<file path="config.mk">
export PLATFORM = sky130hd
export DESIGN_NAME = slqm_ctrl
export DESIGN_NICKNAME = d
export VERILOG_FILES = /design/src/hdl/slqm_pkg.sv /design/src/hdl/slqm_ctrl.sv
export SDC_FILE = /design/constraint.sdc
export NUM_CORES = 1
export LEC_CHECK = 0
export ABC_CLOCK_PERIOD_IN_PS = 1300
export BUFFER_PORTS_ARGS = -buffer_cell sky130_fd_sc_hd__buf_2
export CORE_AREA = 4 4 41 43
export DETAILED_ROUTE_END_ITERATION = 8
export DIE_AREA = 0 0 45 47
export GPL_TIMING_DRIVEN = 0
export HOLD_SLACK_MARGIN = 0.05
export PLACE_DENSITY_LB_ADDON = 0.05
export SLEW_MARGIN = 20
export SYNTH_ARGS = -nofsm -noshare
export SYNTH_HDL_FRONTEND = slang
export SYNTH_SLANG_ARGS = --single-unit
</file>
<file path="constraint.sdc">
create_clock -name clk -period 1.3 [get_ports clk]
set_input_delay 0.13 -clock clk [delete_from_list [all_inputs] [get_ports clk]]
set_output_delay 0.13 -clock clk [all_outputs]
set_load 0.02 [all_outputs]
</file>
<file path="src/hdl/slqm_pkg.sv">
// shared types and codes for the segmented list queue manager
// no dependencies
package slqm_pkg;

    typedef enum logic [1:0] {
        OP_PUSH  = 2'd0,
        OP_POP   = 2'd1,
        OP_SHIFT = 2'd2,
        OP_PEEK  = 2'd3
    } opcode_t;

    typedef enum logic [1:0] {
        ST_OK    = 2'd0,
        ST_NOMEM = 2'd1,
        ST_EMPTY = 2'd2
    } status_t;

    typedef enum logic [2:0] {
        S_IDLE,
        S_LIST,
        S_META,
        S_FIND_GRP,
        S_FIND_SEG,
        S_ALLOC,
        S_WORDS,
        S_OUT
    } state_t;

    typedef struct packed {
        logic capture;
        logic rd_meta;
        logic apply;
        logic find_grp;
        logic find_seg;
        logic alloc;
        logic rd_words;
        logic load_out;
    } cmd_t;

    typedef struct packed {
        logic need_seg;
        logic out_free;
    } sts_t;

endpackage

</file>
<file path="src/hdl/slqm_ctrl.sv">
// sequencer for one queue operation at a time
// depends on slqm_pkg
module slqm_ctrl (
    input  logic          clk,
    input  logic          rst_n,
    input  logic          req_valid,
    output logic          req_ready,
    input  slqm_pkg::sts_t sts,
    output slqm_pkg::cmd_t cmd
);
    import slqm_pkg::*;

    state_t state_reg;
    state_t state_next;

    always_ff @(posedge clk or negedge rst_n)
    begin
        if (!rst_n)
        begin
            state_reg <= S_IDLE;
        end
        else
        begin
            state_reg <= state_next;
        end
    end

    always_comb
    begin
        state_next = state_reg;
        unique case (state_reg)
            S_IDLE:
            begin
                if (req_valid)
                begin
                    state_next = S_LIST;
                end
            end
            S_LIST:     state_next = S_META;
            S_META:     state_next = sts.need_seg ? S_FIND_GRP : S_WORDS;
            S_FIND_GRP: state_next = S_FIND_SEG;
            S_FIND_SEG: state_next = S_ALLOC;
            S_ALLOC:    state_next = S_WORDS;
            S_WORDS:    state_next = S_OUT;
            S_OUT:
            begin
                if (sts.out_free)
                begin
                    state_next = S_IDLE;
                end
            end
            default:    state_next = S_IDLE;
        endcase
    end

    always_comb
    begin
        cmd       = '0;
        req_ready = 1'b0;
        unique case (state_reg)
            S_IDLE:
            begin
                req_ready   = 1'b1;
                cmd.capture = req_valid;
            end
            S_LIST:     cmd.rd_meta  = 1'b1;
            S_META:     cmd.apply    = 1'b1;
            S_FIND_GRP: cmd.find_grp = 1'b1;
            S_FIND_SEG: cmd.find_seg = 1'b1;
            S_ALLOC:    cmd.alloc    = 1'b1;
            S_WORDS:    cmd.rd_words = 1'b1;
            S_OUT:      cmd.load_out = sts.out_free;
            default:    ;
        endcase
    end

endmodule

</file>
==> results.yml <==
global_routing:
  grt_overflow: 0
  grt_max_degree: 10
  antenna_found_initial: 0
  grt_pass1_wl_microns: 917
  grt.total_usage_pct: 6.41
  grt_pass1_vias: 241
detailed_routing:
  drc_errors: 0
  drt_iter0_drc: 1
  vias_per_cell: 4.10
  totalWireLength_microns: 593
  firstDrtPassIters: 2
  routedWlPerCell_microns: 9.41
  ant_nets: 0
  vias: 258
clock_network:
  cts_buffer_depth: 2
  cts_root_buf: "clkbuf_4"
  clock_latency_ns: 0.23
  clock_sinks: 3
  htreeDepth: 1
  clk_pin_slew_ns: 0.03
  cts_buffers: 3
  cts_tree: "built"
logic_synthesis:
  syn-num-nets: 32
  yosys.area.top_type: "dfrtp_1"
  yosysWarnings: 0
  synth-edff-count: 0
  synthArstFlopShare_pct: 100
  synth_common_cells: "3 x a21oi_1, 3 x dfrtp_1, 3 x nor3b_1"
  synthDistinctLibCells: 17
  synth_top_area_share_pct: 32.1
  syn_avg_cell_area_sq_um: 8.67
  yosysSeqAreaShare_pct: 32.1
  synthFlopType: "dfrtp_1"
  synth_cells: 27
  synthTopCellsByArea: "dfrtp_1 32%, buf_6 9.6%, nor3b_1 9.6%, nor3_4 7.0%, a21oi_1 6.4%"
  syn_area_sq_um: 234
  ys_ff_latch: 3
floorplan:
  initial_core_util_pct: 18.0
  row_count: 13
  core_sq_um: 1300
  die_h_microns: 47
  dieWidth_microns: 45
  die_area_sq_um: 2120
  ioPinCount: 14
timing:
  fin_crit_sh_pct: 99.3
  drv_slew: 0
  finalSetupViolations: 0
  hold_viol_final: 0
  min_period_ns: 1.29
  clock.fmax_ghz: 0.774
  setup_tns_ns: 0
  fin_skew_ns: 0.000573
  rsz0062_at_grt: "true"
  slew_headroom_pct: 88.1
  tightest_slew_ns: 0.178
worst_setup_path:
  end_kind: "primary output"
  worst-path-max-fanout: 6
  arrival_ns: 1.16
  path_common_cell: "buf_6"
  max_stage_delay_ns: 0.36
  crit_chain: "buf_6 > nor3_4 > and2_4 > buf_6"
  crit_required_ns: 1.17
  critPathLaunchType: "flip-flop"
  cp_slowest_cell: "dfrtp_1"
  path_delay_family: "flip-flops"
  crit_buf_inv: 2
  crit_type: "flip-flop to primary output"
layout:
  design_area_sq_um: 389
  largest_reg_flops: 3
  n_antenna_cell: 0
  nets: 54
  area_growth_pct: 66.3
  fill_cells: 151
  drive_gt1_share_pct: 54.2
  final_core_util_pct: 29.9
power_and_ir_drop:
  max-vdd-ir-drop_mv: 0.768
  p_leak_uw: 0.000200
  p_per_area_nw_per_um2: 2480
outcome:
  status: "finished, final reports clean"
placed_design:
  io_buffers: 13
  gp_congestion: 0.693
  placed_area_sq_um: 318
  place_hpwl_microns: 446
min_path:
  min_path_type: "input pin to asynchronous set/reset pin"
flow_run:
  max_cap_viol_count: 0
[cells in the final DEF, fill, tap and decap left out, drive strengths merged]
master | netlist | final
buf | 3 | 19
clkbuf | 0 | 4
nor3b | 3 | 3
a21oi | 3 | 3
dfrtp | 3 | 3
nor2 | 3 | 3
nand2 | 2 | 2
nand2b | 2 | 2
nor3 | 2 | 2
inv | 1 | 1
and3 | 1 | 1
and2 | 1 | 1
nand3 | 1 | 1
o21a | 1 | 1
o21bai | 1 | 1
dlygate4sd3 | 0 | 1
[timing repair]
| action | CTS | global route |
|---|---|---|
| pin swaps | 2 | 1 |
| endpoints found under the setup margin | 1 | 3 |
| setup buffers | 2 | 0 |
| hold buffers | 1 | 0 |
| gates cloned | 1 | 0 |
| hold endpoints to repair | 3 | 0 |
| resized for setup | 3 | 2 |
[final timing paths]
path | from | endpoint | slack [ns] | cells after the start
setup reg to reg | state_reg[1] | state_reg[1] | 0.39 | 3
setup / recovery | state_reg[1] | cmd[7] | 0.009 | 4
min in group clk | sts[0] | state_reg[2] | 0.23 | 4
max in group asynchronous | rst_n | state_reg[0] | 0.97 | 2
hold / removal | rst_n | state_reg[2] | 0.22 | 2
hold reg to reg | state_reg[0] | state_reg[0] | 0.61 | 2
[area by class of cell]
| class | instances | area, sq um | area share [%] |
|---|---|---|---|
| multi-input cells | 20 | 128 | 32.8 |
| repair buffers | 17 | 104 | 26.7 |
| flip-flops and latches | 3 | 75.1 | 19.3 |
| plain buffers | 3 | 33.8 | 8.68 |
| clock buffers | 4 | 26.3 | 6.75 |
| well taps | 15 | 18.8 | 4.82 |
| inverters | 1 | 3.75 | 0.965 |
[logic make-up (layout without fill, tap and decap cells)]
logic type,count (synthesis),count (layout),share of synthesized area (%)
AOI/OAI and AO/OA,5,5,12.8
DFF,3,3,32.1
and+or+nand+nor,15,15,40.6
buffers and inverters,4,25,14.4
[metrics by stage]
| step | hold slack, ns | cells | total power (uW) | setup slack, ns |
|---|---|---|---|---|
| 6_report | 0.221 | 63 | 963 | 0.00876 |
| 5_1_grt | 0.240 | 63 | 1030 | -0.0513 |
| 4_1_cts | 0.212 | 63 | 973 | -0.0107 |
| 3_5_place_dp | -0.0704 | 55 | 727 | 0.215 |
| 3_3_place_gp | -0.0717 | 55 | 726 | 0.227 |
| 2_1_floorplan | -0.166 | 27 | 593 | 0.122 |
[metal layers]
metal / vias to the layer above / track usage (%) / part of all wire (%)
met4: 0 / 8.77 / 0
met3: 0 / 1.53 / 10
met5: - / 0 / 0
met1: 116 / 6.64 / 41
li1: 132 / - / -
met2: 10 / 9.32 / 48
[report_power, final]
part	internal [uW]	total, uW	switching (uW)
clock network	115	159	44.2
registers	138	163	24.9
logic	292	642	349
total	545	963	418
(Power assumes the default switching activity.)
